[src/sv/trpd_pkg.sv]
// ----------------------------------------------------------------------------
// TGA run-length pixel decoder package
// Shared constants for the packet decoder and its register file.
// ----------------------------------------------------------------------------
`default_nettype none

package trpd_pkg;

   // Header bytes below this value start a raw packet.
   localparam logic [7:0] RAW_LIMIT = 8'd128;
   // A repeat packet header minus this value gives the run length.
   localparam logic [7:0] RUN_BIAS  = 8'd127;

   localparam int unsigned CSR_ADDR_WIDTH = 4;
   localparam int unsigned CSR_DATA_WIDTH = 32;

   // Register byte addresses.
   localparam logic [CSR_ADDR_WIDTH-1:0] ADDR_IMAGE_WIDTH  = 4'h0;
   localparam logic [CSR_ADDR_WIDTH-1:0] ADDR_IMAGE_HEIGHT = 4'h4;
   localparam logic [CSR_ADDR_WIDTH-1:0] ADDR_HAS_ALPHA    = 4'h8;

   // Index of the last byte of a pixel for each pixel format.
   localparam logic [1:0] LAST_BYTE_RGB  = 2'd2;
   localparam logic [1:0] LAST_BYTE_RGBA = 2'd3;

   localparam int unsigned RSP_DATA_WIDTH = 40;

endpackage

`default_nettype wire

[src/sv/tga_rle_pixel_decoder_top.sv]
// ----------------------------------------------------------------------------
// TGA run-length pixel decoder
// Decodes the packet bytes of a run-length compressed TGA image, one byte
// per transaction, into R,G,B,A pixels with repeat counts.
// ----------------------------------------------------------------------------
// A result is registered and presented on rsp in the cycle after the byte that
// completes a pixel is accepted. Throughput: one byte per clock cycle while rsp
// is not stalled, as set by the single output register with a pass-through ready.
// Reset clears the decode state and loads width 1, height 1, 24-bit pixels;
// the block accepts bytes from the first cycle after reset.
`default_nettype none

module tga_rle_pixel_decoder_top (
   input  wire logic        clock,
   input  wire logic        reset,
   // Input stream
   input  wire logic        req_tvalid,
   output logic             req_tready,
   input  wire logic [7:0]  req_tdata,   // [7:0] stream_byte
   input  wire logic [0:0]  req_tuser,   // [0] frame_start
   // Result stream
   output logic             rsp_tvalid,
   input  wire logic        rsp_tready,
   output logic [trpd_pkg::RSP_DATA_WIDTH-1:0] rsp_tdata,
   // rsp_tdata: [7:0] red, [15:8] green, [23:16] blue, [31:24] alpha,
   //            [39:32] repeat_count
   output logic             rsp_tlast,   // image_done
   output logic [0:0]       rsp_tuser,   // [0] overrun_error
   // Configuration port
   input  wire logic        csr_psel,
   input  wire logic        csr_penable,
   input  wire logic        csr_pwrite,
   input  wire logic [trpd_pkg::CSR_ADDR_WIDTH-1:0] csr_paddr,
   input  wire logic [trpd_pkg::CSR_DATA_WIDTH-1:0] csr_pwdata,
   output logic [trpd_pkg::CSR_DATA_WIDTH-1:0]      csr_prdata,
   output logic             csr_pready
);

   // Configuration registers and the pixel total derived from them.
   logic [15:0] image_width_ff;
   logic [15:0] image_height_ff;
   logic        has_alpha_ff;
   logic [31:0] pixel_total_ff;

   logic        csr_write;
   logic        wr_width;
   logic        wr_height;
   logic        wr_alpha;
   logic [15:0] mul_a;
   logic [15:0] mul_b;
   logic [31:0] pixel_total_in;

   // Decode state.
   logic        in_pixel_bytes_ff,   in_pixel_bytes_in;
   logic        packet_is_repeat_ff, packet_is_repeat_in;
   logic [7:0]  pixels_left_ff,      pixels_left_in;
   logic [1:0]  byte_in_pixel_ff,    byte_in_pixel_in;
   logic [23:0] byte_store_ff,       byte_store_in;
   logic [31:0] pixels_decoded_ff,   pixels_decoded_in;
   logic        image_finished_ff,   image_finished_in;
   logic        error_latched_ff,    error_latched_in;

   // Result register.
   logic        rsp_valid_ff,  rsp_valid_in;
   logic [7:0]  red_ff,        red_in;
   logic [7:0]  green_ff,      green_in;
   logic [7:0]  blue_ff,       blue_in;
   logic [7:0]  alpha_ff,      alpha_in;
   logic [7:0]  count_ff,      count_in;
   logic        done_ff,       done_in;
   logic        overrun_ff,    overrun_in;

   logic        accept;
   logic        emit;
   logic [7:0]  stream_byte;
   logic        frame_start;
   logic [1:0]  last_index;
   logic        in_pixel_eff;
   logic [31:0] decoded_eff;
   logic        halted;
   logic [7:0]  pixel_count;
   logic [32:0] after_sum;
   logic        overrun;

   // ------------------------------------------------------------------------
   // Configuration port
   // ------------------------------------------------------------------------
   assign csr_pready = 1'b1;
   assign csr_write  = csr_psel & csr_penable & csr_pwrite & csr_pready;
   assign wr_width   = csr_write && (csr_paddr == trpd_pkg::ADDR_IMAGE_WIDTH);
   assign wr_height  = csr_write && (csr_paddr == trpd_pkg::ADDR_IMAGE_HEIGHT);
   assign wr_alpha   = csr_write && (csr_paddr == trpd_pkg::ADDR_HAS_ALPHA);

   // The total is refreshed together with the register write, so it is
   // already valid for the first byte after the write.
   assign mul_a          = wr_width  ? csr_pwdata[15:0] : image_width_ff;
   assign mul_b          = wr_height ? csr_pwdata[15:0] : image_height_ff;
   assign pixel_total_in = 32'(mul_a) * 32'(mul_b);

   always_comb begin
      csr_prdata = '0;
      case (csr_paddr)
         trpd_pkg::ADDR_IMAGE_WIDTH:  csr_prdata[15:0] = image_width_ff;
         trpd_pkg::ADDR_IMAGE_HEIGHT: csr_prdata[15:0] = image_height_ff;
         trpd_pkg::ADDR_HAS_ALPHA:    csr_prdata[0]    = has_alpha_ff;
         default:                     csr_prdata       = '0;
      endcase
   end

   always_ff @(posedge clock) begin
      if (reset) begin
         image_width_ff  <= 16'd1;
         image_height_ff <= 16'd1;
         has_alpha_ff    <= 1'b0;
         pixel_total_ff  <= 32'd1;
      end else begin
         if (wr_width) begin
            image_width_ff <= csr_pwdata[15:0];
         end
         if (wr_height) begin
            image_height_ff <= csr_pwdata[15:0];
         end
         if (wr_alpha) begin
            has_alpha_ff <= csr_pwdata[0];
         end
         if (wr_width || wr_height) begin
            pixel_total_ff <= pixel_total_in;
         end
      end
   end

   // ------------------------------------------------------------------------
   // Handshake
   // ------------------------------------------------------------------------
   assign req_tready  = !rsp_valid_ff || rsp_tready;
   assign accept      = req_tvalid && req_tready;
   assign stream_byte = req_tdata;
   assign frame_start = req_tuser[0];

   // ------------------------------------------------------------------------
   // Packet decode
   // ------------------------------------------------------------------------
   assign last_index   = has_alpha_ff ? trpd_pkg::LAST_BYTE_RGBA : trpd_pkg::LAST_BYTE_RGB;
   // A frame start clears the image before the byte is looked at.
   assign in_pixel_eff = frame_start ? 1'b0  : in_pixel_bytes_ff;
   assign decoded_eff  = frame_start ? 32'd0 : pixels_decoded_ff;
   assign halted       = !frame_start && (image_finished_ff || error_latched_ff);
   assign pixel_count  = packet_is_repeat_ff ? pixels_left_ff : 8'd1;
   assign after_sum    = {1'b0, decoded_eff} + 33'(pixel_count);
   assign overrun      = after_sum > {1'b0, pixel_total_ff};

   always_comb begin
      in_pixel_bytes_in   = in_pixel_eff;
      packet_is_repeat_in = packet_is_repeat_ff;
      pixels_left_in      = pixels_left_ff;
      byte_in_pixel_in    = byte_in_pixel_ff;
      byte_store_in       = byte_store_ff;
      pixels_decoded_in   = decoded_eff;
      image_finished_in   = frame_start ? 1'b0 : image_finished_ff;
      error_latched_in    = frame_start ? 1'b0 : error_latched_ff;
      emit                = 1'b0;
      red_in              = '0;
      green_in            = '0;
      blue_in             = '0;
      alpha_in            = '0;
      count_in            = '0;
      done_in             = 1'b0;
      overrun_in          = 1'b0;

      if (halted) begin
         // Bytes after the end of an image or after an overrun are dropped until the next frame.
      end else if (!in_pixel_eff) begin
         if (stream_byte < trpd_pkg::RAW_LIMIT) begin
            packet_is_repeat_in = 1'b0;
            pixels_left_in      = stream_byte + 8'd1;
         end else begin
            packet_is_repeat_in = 1'b1;
            pixels_left_in      = stream_byte - trpd_pkg::RUN_BIAS;
         end
         in_pixel_bytes_in = 1'b1;
         byte_in_pixel_in  = 2'd0;
         byte_store_in     = '0;
      end else if (byte_in_pixel_ff < last_index) begin
         case (byte_in_pixel_ff)
            2'd0:    byte_store_in[7:0]   = stream_byte;
            2'd1:    byte_store_in[15:8]  = stream_byte;
            2'd2:    byte_store_in[23:16] = stream_byte;
            default: byte_store_in        = byte_store_ff;
         endcase
         byte_in_pixel_in = byte_in_pixel_ff + 2'd1;
      end else begin
         emit             = 1'b1;
         byte_in_pixel_in = 2'd0;
         byte_store_in    = '0;
         if (overrun) begin
            overrun_in        = 1'b1;
            error_latched_in  = 1'b1;
            in_pixel_bytes_in = 1'b0;
            pixels_left_in    = '0;
         end else begin
            blue_in  = byte_store_ff[7:0];
            green_in = byte_store_ff[15:8];
            if (has_alpha_ff) begin
               red_in   = byte_store_ff[23:16];
               alpha_in = stream_byte;
            end else begin
               red_in   = stream_byte;
               alpha_in = '0;
            end
            count_in          = pixel_count;
            pixels_decoded_in = after_sum[31:0];
            if (packet_is_repeat_ff || pixels_left_ff <= 8'd1) begin
               pixels_left_in    = '0;
               in_pixel_bytes_in = 1'b0;
               if (after_sum[31:0] == pixel_total_ff) begin
                  image_finished_in = 1'b1;
                  done_in           = 1'b1;
               end
            end else begin
               pixels_left_in = pixels_left_ff - 8'd1;
            end
         end
      end
   end

   always_comb begin
      if (accept) begin
         rsp_valid_in = emit;
      end else if (rsp_tready) begin
         rsp_valid_in = 1'b0;
      end else begin
         rsp_valid_in = rsp_valid_ff;
      end
   end

   always_ff @(posedge clock) begin
      if (reset) begin
         in_pixel_bytes_ff   <= 1'b0;
         packet_is_repeat_ff <= 1'b0;
         pixels_left_ff      <= '0;
         byte_in_pixel_ff    <= '0;
         byte_store_ff       <= '0;
         pixels_decoded_ff   <= '0;
         image_finished_ff   <= 1'b0;
         error_latched_ff    <= 1'b0;
         rsp_valid_ff        <= 1'b0;
      end else begin
         rsp_valid_ff <= rsp_valid_in;
         if (accept) begin
            in_pixel_bytes_ff   <= in_pixel_bytes_in;
            packet_is_repeat_ff <= packet_is_repeat_in;
            pixels_left_ff      <= pixels_left_in;
            byte_in_pixel_ff    <= byte_in_pixel_in;
            byte_store_ff       <= byte_store_in;
            pixels_decoded_ff   <= pixels_decoded_in;
            image_finished_ff   <= image_finished_in;
            error_latched_ff    <= error_latched_in;
         end
      end
   end

   always_ff @(posedge clock) begin
      if (accept && emit) begin
         red_ff     <= red_in;
         green_ff   <= green_in;
         blue_ff    <= blue_in;
         alpha_ff   <= alpha_in;
         count_ff   <= count_in;
         done_ff    <= done_in;
         overrun_ff <= overrun_in;
      end
   end

   assign rsp_tvalid   = rsp_valid_ff;
   assign rsp_tdata    = {count_ff, alpha_ff, blue_ff, green_ff, red_ff};
   assign rsp_tlast    = done_ff;
   assign rsp_tuser[0] = overrun_ff;

endmodule

`default_nettype wire
[config.mk]
export PLATFORM = sky130hd
export DESIGN_NAME = tga_rle_pixel_decoder_top
export DESIGN_NICKNAME = d
export VERILOG_FILES = /design/src/sv/trpd_pkg.sv /design/src/sv/tga_rle_pixel_decoder_top.sv
export SDC_FILE = /design/constraint.sdc
export NUM_CORES = 1
export LEC_CHECK = 0
export ABC_AREA = 1
export BUFFER_PORTS_ARGS = -buffer_cell sky130_fd_sc_hd__buf_2
export CAP_MARGIN = 20
export CORE_ASPECT_RATIO = 0.7
export CORE_MARGIN = 4
export CORE_UTILIZATION = 60
export CTS_BUF_LIST = sky130_fd_sc_hd__clkbuf_4 sky130_fd_sc_hd__clkbuf_8 sky130_fd_sc_hd__clkbuf_16
export DETAILED_ROUTE_END_ITERATION = 8
export PLACE_DENSITY = 0.88
export SYNTH_ARGS = -nofsm -noshare
export SYNTH_HDL_FRONTEND = slang
export SYNTH_SLANG_ARGS = --single-unit
[constraint.sdc]
create_clock -name clock -period 8.57 [get_ports clock]
set_input_delay 0.857 -clock clock [delete_from_list [all_inputs] [get_ports clock]]
set_output_delay 0.857 -clock clock [all_outputs]
set_load 0.05 [all_outputs]
==> results of run 1 <==
-- worst max-delay path, delay by kind of cell --
kind | cells | cell delay, ps
buffers and inverters | 8 | 1370
adders and majority gates | 7 | 3470
and+or+nand+nor | 11 | 1930
AOI/OAI and AO/OA | 3 | 610
-- per-stage QoR --
stage / setup slack (ps) / instance area [sq um] / util / cells / hold slack, ps
after floorplan: 1670 / 18300 / - / 2442 / 430
after global placement: 640 / 19200 / 0.639 / 2900 / 440
after detailed placement: 490 / 19200 / 0.640 / 2901 / 448
after CTS: 933 / 19800 / 0.659 / 2933 / 458
after global routing: 202 / 19800 / 0.661 / 2935 / 473
final: 718 / 19800 / 0.661 / 2935 / 459
-- cell families after synthesis --
| logic type | share of synthesized area |
|---|---|
| AOI/OAI and AO/OA | 0.111 |
| other | 0.000411 |
| and+or+nand+nor | 0.195 |
| DFF | 0.218 |
| buffers and inverters | 0.134 |
| adders and majority gates | 0.316 |
| xor gates and xnor gates | 0.0249 |
-- registers in the layout, summed over array words and instances (netlist names), 8 cells and up --
| signal | flops |
|---|---|
| alpha_ff | 8 |
| blue_ff | 8 |
| byte_store_ff | 24 |
| count_ff | 8 |
| green_ff | 8 |
| image_height_ff | 16 |
| image_width_ff | 16 |
| pixel_total_ff | 32 |
| pixels_decoded_ff | 32 |
| pixels_left_ff | 8 |
| red_ff | 8 |
-- metal layers --
metal | up-vias | wire, microns
li1 | 7628 | -
met1 | 7766 | 21200
met2 | 878 | 21700
met3 | 122 | 5960
met4 | 0 | 1190
met5 | - | 0
-- power by group --
part / internal [uW] / switching (uW) / leakage (uW)
Combinational: 63.6 / 165 / 0.00794
Sequential: 873 / 11.4 / 0.00160
Clock: 391 / 404 / 0.000283
-- final timing paths --
| check | from | depth (start not counted) | slack, ps | end |
|---|---|---|---|---|
| max | csr_paddr[1] | 29 | 720 | pixel_total_ff[24]$_SDFFE_PP0P_ |
| min | byte_store_ff[1]$_SDFFE_PP0P_ | 2 | 460 | byte_store_ff[1]$_SDFFE_PP0P_ |
| max reg2reg | image_width_ff[6]$_SDFF_PP0_ | 22 | 1940 | pixel_total_ff[24]$_SDFFE_PP0P_ |
| min reg2reg | byte_store_ff[1]$_SDFFE_PP0P_ | 2 | 460 | byte_store_ff[1]$_SDFFE_PP0P_ |
-- cell usage after synthesis (all sizes together) --
cell and number:
a211oi 10, a21o 6, a21oi 161, a221oi 1, a22o 2, a22oi 1
a311oi 1, a31o 2, a31oi 14, and3 1, buf 53, clkbuf 45
clkinv 4, conb 2, dfxtp 136, edfxtp 42, fa 195, ha 150
inv 518, nand2 430, nand3 59, nand3b 5, nand4 33, nor2 302
nor3 22, nor3b 1, nor4 3, o211a 2, o211ai 2, o21a 5
o21ai 160, o21bai 1, o221ai 1, o22ai 1, o31ai 1, or2 3
xnor2 16, xor2 36
-- layout make-up --
cell class,count,area [sq um]
Clock buffer,18,433
Inverter,522,1960
Clock inverter,14,136
Multi-Input combinational cell,1644,11900
Fill cell,2458,10200
Tap cell,412,515
Timing Repair Buffer,147,918
Sequential cell,178,3980
==> results.py, run 1 <==
metrics = {
    "synth": {
        "synthTopCellsByArea": "fa_1 (21%), dfxtp_1 (15%), inv_1 (10%), ha_1 (10%), nand2_1 (8.8%)",
        "syn_area_sq_um": 18300,
        "ys_seq_elements": 178,
        "yosys_warnings": 0,
        "netlist_instances": 2427,
        "avgSynthCellArea_sq_um": 7.53,
        "ys_seq_area_frac": 0.218,
        "synthDistinctLibCells": 54,
        "yosysTopAreaCellShare": 0.214,
        "synth_area_leader_cell": "fa_1",
    },
    "timing": {
        "tightest_slew_ps": 1040,
        "fin_crit_ps": 7850,
        "worst_clock_skew_ps": 11.6,
        "tns_ps": 0,
        "rsz0062_at_grt": "false",
        "final-hold-violation-count": 0,
        "slew_violations": 0,
        "setup_viol": 0,
        "timing.slew.headroom": 0.299,
        "min_period_over_period": 0.916,
        "fmax_mhz": 127,
    },
    "global_routing": {
        "gr-usage-met3": 0.0885,
        "grt_pass1_vias": 16366,
        "grt_usage": 0.307,
        "grt_pass1_wl_microns": 82500,
        "grt_max_degree": 78,
        "antenna_found_initial": 0,
        "grtUsageMet1": 0.429,
        "met2_usage": 0.464,
        "overflow": 0,
        "grt_busiest_layer": "met2",
    },
    "placed_design": {
        "finalWeightedCongestion": 0.988,
        "numPortBuffers": 95,
        "detailed_place_hpwl_microns": 39200,
    },
    "clock_tree": {
        "post_cts_resized": 0,
        "htree_levels": 4,
        "postCtsHoldBufs": 0,
        "cts_tree": "yes",
        "clock_latency_ps": 450,
        "cts_root_buf": "clkbuf_16",
        "cts_buffers": 17,
        "clk_pin_slew_ps": 80,
        "cts.sinks": 178,
        "postCtsSetupRepairBufs": 0,
        "cts.path.max_buffers": 2,
    },
    "floorplanning": {
        "die_w_microns": 217,
        "io_pins": 129,
        "initial_core_util": 0.608,
        "rows": 53,
        "core_sq_um": 30000,
        "die_h_microns": 154,
        "dieArea_sq_um": 33300,
    },
    "pwr": {
        "peakVddDrop_mv": 0.137,
        "power.density_nw_per_um2": 96.1,
        "power.leakage_uw": 0.00982,
        "power_uw": 1910,
    },
    "route": {
        "ant_nets": 0,
        "drt-pass1-iter-count": 9,
        "vias": 16394,
        "routed_wl_microns": 50000,
        "route.detailed.drc": 0,
        "via_per_inst": 5.59,
        "wire_per_inst_microns": 17.1,
        "drt-initial-drc-count": 1906,
    },
    "layout": {
        "layout_common_cells": "inv_1 (509), nand2_1 (427), nor2_1 (288)",
        "final_common_cell": "inv_1",
        "num_antenna_cells": 0,
        "nets": 2907,
        "layout-drive-gt1-share": 0.0904,
        "area_growth_pct": 8.64,
    },
    "worst_setup_path": {
        "crit_type": "in2reg",
        "crit_fanout": 32,
        "cpMaxStageDelayCell": "fa_1",
        "cpPeakStageDelay_ps": 550,
        "worst_ep_required_time_ps": 8970,
        "cp.arrival_ps": 8250,
        "setup.worst_path.start_class": "input port",
        "end_kind": "flop",
    },
    "worst_hold_path": {
        "hold_class": "reg2reg",
    },
    "flow_run": {
        "drv_cap": 0,
    },
    "status": {
        "status": "completed",
    },
}
No activity file was read; power rests on OpenSTA's default activity.
==> run 2, diff against run 1 <==
CORE_ASPECT_RATIO = 2   (was 0.7)
==> results.py, run 2 (same netlist as run 1, synthesis figures left out) <==
metrics = {
    "pwr": {
        "swShare": 0.312,
        "power.leakage_uw": 0.0100,
        "pwr-share-clk": 0.422,
        "combPwrFrac": 0.123,
        "p_seq_frac": 0.455,
        "p_switching_uw": 608,
        "peakVddDrop_mv": 0.149,
        "power.density_nw_per_um2": 96.5,
        "p_int_uw": 1340,
    },
    "floorplanning": {
        "rows": 90,
        "initial_core_util": 0.608,
        "io_pins": 129,
        "die_h_microns": 255,
        "dieArea_sq_um": 33500,
        "die_w_microns": 131,
        "core_sq_um": 30100,
    },
    "clock_tree": {
        "cts_tree": "yes",
        "postCtsSetupRepairBufs": 0,
        "cts.path.max_buffers": 2,
        "clk_pin_slew_ps": 80,
        "cts_buffers": 17,
        "htree_levels": 4,
        "cts.sinks": 178,
        "postCtsHoldBufs": 0,
        "post_cts_resized": 0,
        "clock_latency_ps": 460,
        "cts_root_buf": "clkbuf_16",
    },
    "flow_run": {
        "drv_cap": 0,
    },
    "placed_design": {
        "pre_cts_slack_ps": 536,
        "finalWeightedCongestion": 1.01,
        "numPortBuffers": 95,
        "detailed_place_hpwl_microns": 46200,
    },
    "layout": {
        "area_growth_pct": 10.3,
        "nets": 2947,
        "reg_top3": "pixel_total_ff x32, pixels_decoded_ff x32, byte_store_ff x24",
        "final_common_cell": "inv_1",
        "layout_common_cells": "inv_1 (509), nand2_1 (427), nor2_1 (288)",
        "layout-drive-gt1-share": 0.105,
        "fin_util": 0.670,
    },
    "worst_hold_path": {
        "hold_class": "reg2reg",
        "hp-start": "byte_store_ff[6]$_SDFFE_PP0P_",
    },
    "route": {
        "ant_nets": 0,
        "drt-initial-drc-count": 1372,
        "via_per_inst": 5.76,
        "drt-pass1-iter-count": 5,
        "routed_wl_microns": 58200,
        "route.detailed.drc": 0,
        "vias": 16877,
        "wire_per_inst_microns": 19.9,
    },
    "timing": {
        "fin_crit_ps": 7730,
        "tightest_slew_ps": 1000,
        "final-hold-violation-count": 0,
        "tns_ps": 0,
        "timing.slew.headroom": 0.324,
        "fmax_mhz": 129,
        "layout_setup_ws_ps": 839,
        "rsz0062_at_grt": "false",
        "setup_viol": 0,
        "min_period_over_period": 0.902,
        "worst_clock_skew_ps": 18.9,
        "slew_violations": 0,
    },
    "worst_setup_path": {
        "cpPeakStageDelay_ps": 560,
        "cp.arrival_ps": 8140,
        "setup.worst_path.start": "csr_paddr[1]",
        "crit_type": "in2reg",
        "setup.worst_path.start_class": "input port",
        "timing.rr.start": "image_height_ff[13]$_SDFF_PP0_",
        "end_kind": "flop",
        "cpMaxStageDelayCell": "fa_1",
        "worst_ep_required_time_ps": 8980,
        "crit_fanout": 27,
    },
    "global_routing": {
        "grt_pass1_wl_microns": 90000,
        "grt_max_degree": 78,
        "antenna_found_initial": 1,
        "overflow": 0,
        "grt_usage": 0.350,
        "grt_pass1_vias": 17455,
    },
    "status": {
        "status": "completed",
    },
}
[run 2: changes by cell type in the layout (fill, tap and decap cells not counted), sizes merged]
cell / before / now
buf: 147 / 187
clkinv: 9 / 13
inv: 527 / 523
clkbuf: 18 / 17
clkinvlp: 0 / 1
diode: 0 / 1
[run 2: final timing paths]
path                                     endpoint  slack [ps]  cells past startpoint
hold reg to reg     byte_store_ff[6]$_SDFFE_PP0P_         460                      2
setup reg to reg  pixel_total_ff[31]$_SDFFE_PP0P_        2150                     24
setup / recovery  pixel_total_ff[31]$_SDFFE_PP0P_         840                     30
hold / removal      byte_store_ff[6]$_SDFFE_PP0P_         460                      2
[run 2: final cells by class]
cell class	instances	area, sq um
inverter	522	1960
fill	2538	9910
clock buffer	17	425
timing repair buffer	187	1220
tap	368	460
clock inverter	15	203
antenna	1	2.50
sequential	178	3980
multi-input combinational	1644	11900
[run 2: metrics by stage]
step	area (sq um)	instances	hold WS, ps	power, uW
after floorplan	18300	2442	430	1070
after global placement	19500	2897	439	1120
after detailed placement	19500	2897	446	1130
after CTS	20100	2929	461	1940
after global routing	20200	2932	479	2010
final	20200	2932	462	1950
[run 2: per-layer routing]
metal	vias to the layer above	share of wire	global-route usage
met4	0	0.11	0.330
met2	809	0.53	0.669
li1	7707	-	-
met3	338	0.050	0.0456
met5	-	0	0
met1	8023	0.30	0.311
[run 2: critical path: cells and delay by family]
kind                       cells  cell delay (ps)
AOI/OAI and AO/OA              5             1050
buffers and inverters          9             1450
and+or+nand+nor                9             1200
adders and majority gates      7             3570
[run 2: power groups by stage]
stage          Combinational, uW  Clock [uW]  Sequential [uW]
2_1_floorplan                169           0              899
3_3_place_gp                 220           0              903
3_5_place_dp                 228           0              904
4_1_cts                      230         825              884
5_1_grt                      262         861              887
6_report                     240         820              885
